## src/rtl/ftco_pkg.sv

```systemverilog
// ----------------------------------------------------------------------------
// ftco_pkg: shared types and constants
// Opcodes, table entry layout and CORDIC constants for the Frenet offset block.
// ----------------------------------------------------------------------------
package ftco_pkg;

   localparam int DEFAULT_MAX_POINTS = 1024;
   localparam int LEN_W              = 32;
   localparam int HEAD_W             = 16;
   localparam int CORDIC_STEPS       = 16;
   localparam int CORDIC_IW          = $clog2(CORDIC_STEPS);
   localparam int QUOT_W             = 17;

   // 0.6072529350 in Q30, start vector length
   localparam logic signed [33:0] CORDIC_GAIN = 34'sd652032874;

   // atan(2^-i) in units of 2^32 per turn
   localparam logic [29:0] ATAN_TAB [CORDIC_STEPS] = '{
      30'd536870912, 30'd316933406, 30'd167458907, 30'd85004756,
      30'd42667331,  30'd21354465,  30'd10680862,  30'd5340245,
      30'd2670163,   30'd1335087,   30'd667544,    30'd333772,
      30'd166886,    30'd83443,     30'd41722,     30'd20861
   };

   typedef enum logic [1:0] {
      OP_CLEAR  = 2'd0,
      OP_APPEND = 2'd1,
      OP_QUERY  = 2'd2,
      OP_RSVD   = 2'd3
   } opcode_type;

   typedef enum logic {
      CSR_LAT_OFFSET = 1'b0,
      CSR_ARC_EPS    = 1'b1
   } csr_index_type;

   typedef struct packed {
      logic signed [HEAD_W-1:0] head;
      logic signed [LEN_W-1:0]  y;
      logic signed [LEN_W-1:0]  x;
      logic signed [LEN_W-1:0]  arc;
   } entry_type;

endpackage

```

## src/rtl/ftco_cordic.sv

```systemverilog
// ----------------------------------------------------------------------------
// ftco_cordic: iterative sine and cosine
// One CORDIC rotation a cycle on a 16-bit heading scaled to 2^32 per turn; results Q30.
// ----------------------------------------------------------------------------
module ftco_cordic
   import ftco_pkg::*;
(
   input  logic                      clock,
   input  logic                      reset,
   input  logic                      start,
   input  logic signed [HEAD_W-1:0]  angle,
   output logic                      done,
   output logic signed [33:0]        sin_out,
   output logic signed [33:0]        cos_out
);

   logic signed [33:0]        x_ff, x_in, y_ff, y_in;
   logic signed [32:0]        z_ff, z_in;
   logic [CORDIC_IW-1:0]      i_ff, i_in;
   logic                      busy_ff, busy_in, done_ff, done_in, flip_ff, flip_in;
   logic signed [32:0]        z0, atan_v;
   logic signed [33:0]        dxs, dys;

   assign z0     = {angle[HEAD_W-1], angle, 16'h0000};
   assign atan_v = {3'b000, ATAN_TAB[i_ff]};
   assign dxs    = y_ff >>> i_ff;
   assign dys    = x_ff >>> i_ff;

   always_comb begin
      x_in    = x_ff;
      y_in    = y_ff;
      z_in    = z_ff;
      i_in    = i_ff;
      busy_in = busy_ff;
      flip_in = flip_ff;
      done_in = 1'b0;
      if (start) begin
         x_in    = CORDIC_GAIN;
         y_in    = '0;
         i_in    = '0;
         busy_in = 1'b1;
         // fold angles beyond a quarter turn by a half turn
         flip_in = (z0 > 33'sd1073741824) || (z0 < -33'sd1073741824);
         if (flip_in) begin
            z_in = z0[32] ? z0 + 33'sd2147483648 : z0 - 33'sd2147483648;
         end else begin
            z_in = z0;
         end
      end else if (busy_ff) begin
         if (!z_ff[32]) begin
            x_in = x_ff - dxs;
            y_in = y_ff + dys;
            z_in = z_ff - atan_v;
         end else begin
            x_in = x_ff + dxs;
            y_in = y_ff - dys;
            z_in = z_ff + atan_v;
         end
         i_in = i_ff + 1'b1;
         if (i_ff == CORDIC_IW'(CORDIC_STEPS - 1)) begin
            busy_in = 1'b0;
            done_in = 1'b1;
         end
      end
   end

   always_ff @(posedge clock) begin
      if (reset) begin
         busy_ff <= 1'b0;
         done_ff <= 1'b0;
      end else begin
         busy_ff <= busy_in;
         done_ff <= done_in;
      end
      x_ff    <= x_in;
      y_ff    <= y_in;
      z_ff    <= z_in;
      i_ff    <= i_in;
      flip_ff <= flip_in;
   end

   assign done    = done_ff;
   assign sin_out = flip_ff ? -y_ff : y_ff;
   assign cos_out = flip_ff ? -x_ff : x_ff;

endmodule
```

## config.mk

```make
export PLATFORM = sky130hd
export DESIGN_NAME = ftco_cordic
export DESIGN_NICKNAME = d
export VERILOG_FILES = /design/src/rtl/ftco_pkg.sv /design/src/rtl/ftco_cordic.sv
export SDC_FILE = /design/constraint.sdc
export NUM_CORES = 1
export LEC_CHECK = 0
export BUFFER_PORTS_ARGS = -buffer_cell sky130_fd_sc_hd__buf_4
export CORE_MARGIN = 2
export CORE_UTILIZATION = 64
export DETAILED_ROUTE_END_ITERATION = 16
export GPL_TIMING_DRIVEN = 0
export HOLD_SLACK_MARGIN = 0.05
export PLACE_DENSITY = 0.88
export SYNTH_ARGS = -nofsm -noshare
export SYNTH_HDL_FRONTEND = slang
export SYNTH_SLANG_ARGS = --single-unit
```

## constraint.sdc

```tcl
create_clock -name clock -period 8.4 [get_ports clock]
set_input_delay 1.26 -clock clock [delete_from_list [all_inputs] [get_ports clock]]
set_output_delay 1.26 -clock clock [all_outputs]
set_load 0.005 [all_outputs]
```

==> results.md <==
- Status: finished clean
- Final Hold Viols: 0
- Post-DRT Antenna Nets: 0
- Max cap viols: 0
- Number of flops mapped to enable cells by yosys: 34
- Final HPWL DP: 52,600 µm
- Worst Tran Pin Value: 1.32 ns
- YS warnings: 0
- Clock sinks: 108
- Largest net degree at the start of global routing: 35
- # IOs: 88
- Clock skew: 0.0160 ns
- 1st-iter DRT viols: 2,778
- Area delta synth->final: 8.39%
- Sequential fraction of the synthesis area: 15.1%
- Final setup violation count: 0
- First-pass GRT wire length: 100,000 µm
- Vias per cell: 7.12
- Maximum VDD drop: 0.000426 V
- WL/cell: 27.0 µm
- Worst slack at placement: 0.251 ns
- DRT Pass-1 Iters: 7
- Total chip power: 8.39 mW
- Mapped Cells: 2,130
- Setup TNS: 0 ns
- Crit-path slowest cell: o41ai_1
- Final #Nets: 2,362
- Vias: 18,300
- Worst Setup Slack, final: 0.161 ns
- Row count: 58
- Number of global-route vias before repair: 17,000
- Tcrit/Tclk final: 98.1%
- DRT Wirelength: 69,200 µm
- Cts repair resizes: 0
- Worst hold path class: register to register
- Bufs and invs on worst path: 8
- Lkg Pwr: 7.45 nW
- Synth area leader: dfxtp_1
- Initial antenna violation count: 2
- Crit. End Element: register
- Clk slew on worst S/H paths: 0.09 ns
- Crit path arrival time: 8.47 ns
- Total gr overflow: 0
- Tmin final: 8.24 ns
- CP max stage delay: 0.77 ns
- DRC: 0
- RSZ-0062 raised after global routing: false
- Max Fclk: 121 MHz
- Syn Area/Cell: 7.78 µm²
- Crit path kind: register to register
- Gr usage total: 49.9%
- Htree depth: 3
- Startpoint types: register
- WL met1: 25,500 µm
- Post-Synthesis Cell Area: 16,600 µm²
- Met3 WL: 10,500 µm
- Share of layout cells above drive strength 1: 12.0%
- Routed length on met2: 27,700 µm
- Post-CTS Setup Repair Bufs: 0
- Routability cong.: 1.23
- Max Buffers Root-to-Sink: 2
- Core ar.: 25,300 µm²
- Count of cell types in the netlist: 100
- CTS tree: built
- Ant diodes: 0
- Post-CTS Hold Fix Bufs: 0
- Initial Util: 65.5%
- Async set-reset flop share out of synthesis: 0%
- Pins Over Slew Limit: 0
- Post-synth top area share: 8.94%
- Die width: 165 µm
- Die Ht: 165 µm
- DIE AREA: 27,200 µm²
- Ys flop type: dfxtp_1
- Power per cell area: 467 nW/µm²
- PortBufs: 87
- Crit-path max FO: 10
- Relative slew slack: 12.1%
- Syn_nets: 2,265
- Num CTS Buffers: 9
- CP top delay family: compound AO/OA/AOI/OAI gates
- Synth Register Bits: 108
- Worst Path Required: 8.63 ns
- Synth area leaders: dfxtp_1 8.9%, xnor2_1 8.8%, ha_1 8.5%
- Clk Latency, worst-skew pair: 0.38 ns
- Root Driver: clkbuf_16
- Post-DP Area: 17,600 µm²
- Cell repeated most along the worst path: buf_2
- DR top layer: met5
- Post-route cell area: 18,000 µm²
## cells in the mapped netlist, types with 36 or more instances
cell type / instances
clkbuf_1: 84
nor2_1: 191
a21oi_1: 187
ha_1: 113
o21ai_0: 145
mux4_2: 36
dfxtp_1: 74
inv_1: 59
nand2_1: 237
mux2i_1: 98
xnor2_1: 167
a21o_1: 46
xor2_1: 64
## worst min-delay path, delay by kind of cell (launching register included)
kind,cells,cell delay (ns)
compound gates,1,0.05
flops,1,0.37
simple gates,1,0.11
## state kept, by name, indices dropped and copies added, names as in the netlist
signal   cells
i_ff         4
flip_ff      1
x_ff        34
busy_ff      1
z_ff        33
done         1
y_ff        34
## cells in the final DEF, fill, tap and decap left out, drive strengths merged, types with 23 or more instances in the layout
cell,n
nand2,238
nor2,192
a21oi,189
xnor2,167
buf,153
o21ai,149
ha,113
mux2i,100
clkbuf,99
dfxtp,74
xor2,64
inv,60
mux4,49
a21o,46
nand3,34
edfxtp,34
a31oi,33
mux2,33
nor3,28
a211oi,27
o31ai,23
and2,23
## worst paths after layout
path / from / to / slack (ns) / depth (start not counted)
max: i_ff[0]$_SDFFE_PP0P_ / y_ff[30]$_SDFFE_PP0P_ / 0.16 / 25
min: y_ff[1]$_SDFFE_PP0P_ / y_ff[1]$_SDFFE_PP0P_ / 0.57 / 2
max reg2reg: i_ff[0]$_SDFFE_PP0P_ / y_ff[30]$_SDFFE_PP0P_ / 0.16 / 25
min reg2reg: y_ff[1]$_SDFFE_PP0P_ / y_ff[1]$_SDFFE_PP0P_ / 0.57 / 2
## routing by layer
metal,global-route usage (%),vias up
li1,-,7955
met1,62.5,8467
met2,71.8,1508
met3,17.7,320
met4,33.1,2
met5,0.758,-
## final cells by class
type,instances,area (µm²)
repair buffers,88,681
well taps,330,413
clock inverters,5,61.3
multi-input cells,1804,13000
clock buffers,11,233
fillers,2065,7360
flip-flops and latches,108,2500
inverters,62,233
plain buffers,154,808
## metrics by stage
stage	utilization, %	std cells	hold WS (ns)
2_1_floorplan	-	2130	0.492
3_3_place_gp	69.7	2547	0.551
3_5_place_dp	69.7	2547	0.554
4_1_cts	70.8	2563	0.561
5_1_grt	70.9	2562	0.579
6_report	70.9	2562	0.570
## logic make-up (layout without fill, tap and decap cells)
group | after synthesis | in the layout | share of synthesized area (%)
AOI/OAI and AO/OA | 622 | 622 | 23.7
xor gates and xnor gates | 231 | 231 | 12.2
adders and majority gates | 116 | 116 | 8.89
buffers and inverters | 218 | 320 | 6.30
DFF | 108 | 108 | 15.1
muxes | 182 | 182 | 15.4
and+or+nand+nor | 653 | 653 | 18.4
## power breakdown
part	internal, mW	leakage [nW]	total (mW)	switching [mW]
sequential	0.783	0.962	0.977	0.194
clock	0.235	0.141	0.482	0.247
combinational	2.87	6.35	6.93	4.06
total	3.89	7.45	8.39	4.50
Power figures use the tool's default switching activity.
