$ cat config.mk
export PLATFORM = sky130hd
export DESIGN_NAME = ftco_div
export DESIGN_NICKNAME = d
export VERILOG_FILES = /design/src/rtl/ftco_pkg.sv /design/src/rtl/ftco_div.sv
export SDC_FILE = /design/constraint.sdc
export NUM_CORES = 1
export LEC_CHECK = 0
export BUFFER_PORTS_ARGS = -buffer_cell sky130_fd_sc_hd__buf_2
export CAP_MARGIN = 20
export CORE_ASPECT_RATIO = 1.75
export CORE_MARGIN = 1.5
export CORE_UTILIZATION = 35
export CTS_BUF_LIST = sky130_fd_sc_hd__clkbuf_4
export DETAILED_ROUTE_END_ITERATION = 12
export GPL_TIMING_DRIVEN = 0
export SLEW_MARGIN = 20
export SYNTH_ARGS = -nofsm -noshare
export SYNTH_HDL_FRONTEND = slang
export SYNTH_SLANG_ARGS = --single-unit
$ cat constraint.sdc
create_clock -name clock -period 7.4 [get_ports clock]
set_input_delay 0.74 -clock clock [delete_from_list [all_inputs] [get_ports clock]]
set_output_delay 0.74 -clock clock [all_outputs]
set_load 0.02 [all_outputs]
$ cat src/rtl/ftco_pkg.sv
// ----------------------------------------------------------------------------
// ftco_pkg: shared types and constants
// Opcodes, table entry layout and CORDIC constants for the Frenet offset block.
// ----------------------------------------------------------------------------
package ftco_pkg;

   localparam int DEFAULT_MAX_POINTS = 1024;
   localparam int LEN_W              = 32;
   localparam int HEAD_W             = 16;
   localparam int CORDIC_STEPS       = 16;
   localparam int CORDIC_IW          = $clog2(CORDIC_STEPS);
   localparam int QUOT_W             = 17;

   // 0.6072529350 in Q30, start vector length
   localparam logic signed [33:0] CORDIC_GAIN = 34'sd652032874;

   // atan(2^-i) in units of 2^32 per turn
   localparam logic [29:0] ATAN_TAB [CORDIC_STEPS] = '{
      30'd536870912, 30'd316933406, 30'd167458907, 30'd85004756,
      30'd42667331,  30'd21354465,  30'd10680862,  30'd5340245,
      30'd2670163,   30'd1335087,   30'd667544,    30'd333772,
      30'd166886,    30'd83443,     30'd41722,     30'd20861
   };

   typedef enum logic [1:0] {
      OP_CLEAR  = 2'd0,
      OP_APPEND = 2'd1,
      OP_QUERY  = 2'd2,
      OP_RSVD   = 2'd3
   } opcode_type;

   typedef enum logic {
      CSR_LAT_OFFSET = 1'b0,
      CSR_ARC_EPS    = 1'b1
   } csr_index_type;

   typedef struct packed {
      logic signed [HEAD_W-1:0] head;
      logic signed [LEN_W-1:0]  y;
      logic signed [LEN_W-1:0]  x;
      logic signed [LEN_W-1:0]  arc;
   } entry_type;

endpackage

$ cat src/rtl/ftco_div.sv
// ----------------------------------------------------------------------------
// ftco_div: interpolation weight divider
// Restoring divider, one quotient bit a cycle: w = (t << 16) / gap, t <= gap.
// ----------------------------------------------------------------------------
module ftco_div
   import ftco_pkg::*;
(
   input  logic                clock,
   input  logic                reset,
   input  logic                start,
   input  logic [LEN_W-1:0]    dividend,
   input  logic [LEN_W-1:0]    divisor,
   output logic                done,
   output logic [QUOT_W-1:0]   quotient
);

   localparam int CNT_W = $clog2(QUOT_W + 1);

   logic [LEN_W+1:0]  rem_ff, rem_in;
   logic [LEN_W-1:0]  div_ff, div_in;
   logic [QUOT_W-1:0] q_ff, q_in;
   logic [CNT_W-1:0]  cnt_ff, cnt_in;
   logic              busy_ff, busy_in;
   logic              first_ff, first_in;
   logic              done_ff, done_in;
   logic [LEN_W+1:0]  trial;
   logic              fits;

   // first step takes the integer bit without a shift
   assign trial = first_ff ? rem_ff : {rem_ff[LEN_W:0], 1'b0};
   assign fits  = trial >= {2'b00, div_ff};

   always_comb begin
      rem_in   = rem_ff;
      div_in   = div_ff;
      q_in     = q_ff;
      cnt_in   = cnt_ff;
      busy_in  = busy_ff;
      first_in = first_ff;
      done_in  = 1'b0;
      if (start) begin
         rem_in   = {2'b00, dividend};
         div_in   = divisor;
         q_in     = '0;
         cnt_in   = '0;
         busy_in  = 1'b1;
         first_in = 1'b1;
      end else if (busy_ff) begin
         rem_in   = fits ? trial - {2'b00, div_ff} : trial;
         q_in     = {q_ff[QUOT_W-2:0], fits};
         first_in = 1'b0;
         cnt_in   = cnt_ff + 1'b1;
         if (cnt_ff == CNT_W'(QUOT_W - 1)) begin
            busy_in = 1'b0;
            done_in = 1'b1;
         end
      end
   end

   always_ff @(posedge clock) begin
      if (reset) begin
         busy_ff <= 1'b0;
         done_ff <= 1'b0;
      end else begin
         busy_ff <= busy_in;
         done_ff <= done_in;
      end
      rem_ff   <= rem_in;
      div_ff   <= div_in;
      q_ff     <= q_in;
      cnt_ff   <= cnt_in;
      first_ff <= first_in;
   end

   assign done     = done_ff;
   assign quotient = q_ff;

endmodule

==> impl_metrics.env <==
export IMPL_grt_pass1_vias=5457
export IMPL_timing_final_hold_violations=0
export IMPL_die_extent_in_y_um=178
export IMPL_post_synth_num_cell_types=68
export IMPL_layout_cells_sized_above_1=0.230
export IMPL_route_vias_total=5198
export IMPL_worst_endpoint_arrival_ps=5560
export IMPL_cts_htree_levels=3
export IMPL_cellLeakagePower_nw=2.95
export IMPL_drc_errors=0
export IMPL_max_slew_margin=0.381
export IMPL_insertion_delay_ps=490
export IMPL_synth_top_cells_by_area="edfxtp_1, dfxtp_1, ha_1, mux2_2, a21oi_1"
export IMPL_synth_async_sr_flop_share=0
export IMPL_core_area_mm2=0.0170
export IMPL_worst_min_delay_path_class="in -> reg"
export IMPL_ctsHoldBuffers=0
export IMPL_initial_antenna_violation_count=1
export IMPL_timing_max_cap_violations=0
export IMPL_finish_utilization=0.410
export IMPL_floorplan_die_area_mm2=0.0183
export IMPL_final_min_period_over_clock_period=0.717
export IMPL_yosys_area_share_adder=0.0730
export IMPL_largest_fanout_of_any_net_on_the_critical_path=10
export IMPL_post_route_min_period_ps=5300
export IMPL_setup_worst_path_start="first_ff$_SDFFE_PP1P_"
export IMPL_commonest_cells_after_routing_fill_and_taps_aside="buf_2, edfxtp_1, nor2_1"
export IMPL_finalSetupTns_ps=0
export IMPL_synth_compound_area_frac=0.183
export IMPL_gr_usage_all_layers=0.206
export IMPL_synth_seq_cells=91
export IMPL_worstPathRequired_ps=7650
export IMPL_max_freq_mhz=189
export IMPL_yosys_mux_area_fraction=0.101
export IMPL_io_pins=85
export IMPL_synth_top_cell_by_area="edfxtp_1"
export IMPL_port_buffers=84
export IMPL_tritoncts="yes"
export IMPL_dominant_register_cell_in_the_synthesized_netlist="edfxtp_1"
export IMPL_powerDensity_mw_per_mm2=349
export IMPL_dpl_hpwl_mm=13.8
export IMPL_clkTransAtPathRegs_ps=170
export IMPL_critical_path_class="reg -> reg"
export IMPL_syn_instance_count=636
export IMPL_drtIter0Drc=228
export IMPL_globalRoute_totalOverflow=0
export IMPL_number_of_setup_violations_in_the_final_report=0
export IMPL_routed_via_density=5.39
export IMPL_grt_start_max_net_pins=37
export IMPL_hold_path_startpoint="divisor[10]"
export IMPL_final_fill_count=1781
export IMPL_layout_cells_most_common="buf_2"
export IMPL_cts_repair_timing_setup_buffer_count=0
export IMPL_timing_reg2reg_setup_slack_ps=2100
export IMPL_tightest_slew_ps=929
export IMPL_grt_pass1_wl_mm=27.9
export IMPL_totalPowerFinal_mw=2.43
export IMPL_syn_num_nets=738
export IMPL_synthSimpleGateAreaFrac=0.149
export IMPL_yosys_area_top_type_share=0.315
export IMPL_ys_seq_area_frac=0.404
export IMPL_area_after_dpl_mm2=0.00681
export IMPL_worstSetupEndpointType="flip-flop"
export IMPL_start_kind="flip-flop"
export IMPL_synth_yosys_warnings=0
export IMPL_max_vdd_ir_drop_uv=195
export IMPL_finClkSkew_ps=25.8
export IMPL_cts_resized=0
export IMPL_synth_top_family_by_area="compound AO/OA/AOI/OAI gates"
export IMPL_run_status="finished clean"
export IMPL_maximum_number_of_buffers_from_clock_root_to_sink=2
export IMPL_clockRootBuffer="clkbuf_4"
export IMPL_finalInstanceArea_mm2=0.00698
export IMPL_routed_wirelength_mm=18.1
export IMPL_gp_routability_congestion=0.921
export IMPL_synth_xor_xnor_area_share=0.0344
export IMPL_nNetsFinal=833
export IMPL_placement_rows=63
export IMPL_postSynthAreaPerCell_um2=9.59
export IMPL_reg2reg_from="first_ff$_SDFFE_PP1P_"
export IMPL_synth_enable_flop_cells=64
export IMPL_final_max_slew_viol_count=0
export IMPL_drt_pass1_iter_count=7
export IMPL_antenna_violating_nets_post_route=0
export IMPL_floorplan_die_width_um=103
export IMPL_unrepaired_setup_endpoints_after_global_routing="false"
export IMPL_initial_core_utilization=0.358
export IMPL_post_synth_instance_area_mm2=0.00610
export IMPL_cts_buffers=9
export IMPL_routed_wire_length_per_instance_um=18.8
export IMPL_clock_sinks=91
export IMPL_flow_area_growth_from_synthesis_pct=14.3
[path summary, 6_finish.rpt]
kind / end / cells after the start
hold / removal: div_ff[10]$_DFFE_PP_ / 1
setup reg to reg: rem_ff[30]$_DFFE_PP_ / 15
hold reg to reg: quotient[16]$_SDFFE_PP0P_ / 2
setup / recovery: rem_ff[30]$_DFFE_PP_ / 15
[stage by stage]
stage	setup WS [ps]	hold slack [ps]	std cells
global route	1820	397	964
detailed placement	2080	477	947
floorplan	3500	479	636
CTS	2060	401	963
finish	2100	410	964
global placement	2040	476	947
[kinds of logic (layout without fill, tap and decap cells)]
group	after synthesis	count (layout)
buffers and inverters	77	177
and+or+nand+nor	188	188
adders and majority gates	35	35
xor gates and xnor gates	24	24
other	0	1
DFF	91	91
AOI/OAI and AO/OA	164	164
muxes	57	57
[critical path: stages, from the launching register on]
cell      delay, ps
dfxtp_1         360
buf_6           160
clkbuf_1        620
clkbuf_1        620
mux2_2          420
ha_1            350
nor2b_1         180
o21a_1          200
o31ai_2         330
nand2_1         220
a31oi_2         530
and2_4          260
buf_6           180
buf_6           200
nor2_2          100
a221o_1         340
[state kept, by name (all words and copies together), names as in the netlist]
signal    flops
quotient     17
div_ff       32
cnt_ff        5
busy_ff       1
rem_ff       34
first_ff      1
done          1
[cells in the mapped netlist, types with 3 or more instances]
master and count:
o21a_1 11, nand3_1 19, nand2_1 52, nor2b_1 5, nor2_1 55, o31ai_1 3
a41oi_1 3, ha_1 34, xnor2_1 19, a221o_1 3, a2bb2oi_1 7, o21ai_0 19
o21bai_1 4, mux2i_1 21, and2_1 4, a31oi_1 14, and3_1 9, a2111oi_0 3
inv_1 47, nand2b_1 4, xor2_1 5, a21o_1 12, a21oi_1 51, o211ai_1 5
edfxtp_1 64, buf_2 8, or3_1 4, dfxtp_1 27, clkbuf_1 16, nand4_1 7
mux2_2 35, nor3_1 12, a211oi_1 7, buf_6 5
[cell type report]
type	instances	area, um^2	share of cell area
antenna	1	2.50	0.000359
clock inverter	7	100	0.0143
inverter	47	176	0.0253
timing repair buffer	84	420	0.0603
clock buffer	9	67.6	0.00968
multi-input combinational	468	3300	0.473
buffer	30	160	0.0230
tap	227	284	0.0407
sequential	91	2460	0.353
[power breakdown]
part / leakage, nW / internal [mW] / switching, mW
clock: 0.0909 / 0.140 / 0.196
combinational: 2.01 / 0.570 / 0.823
sequential: 0.852 / 0.660 / 0.0450
total: 2.95 / 1.37 / 1.06
[per-layer routing]
layer  up-vias  track usage  routed length (um)
li1       2521            -                   -
met1      2466        0.195                6210
met4         0       0.0974                 749
met5         -            0                   0
met3        51       0.0354                 894
met2       160        0.410               10300
Power figures use the tool's default switching activity.
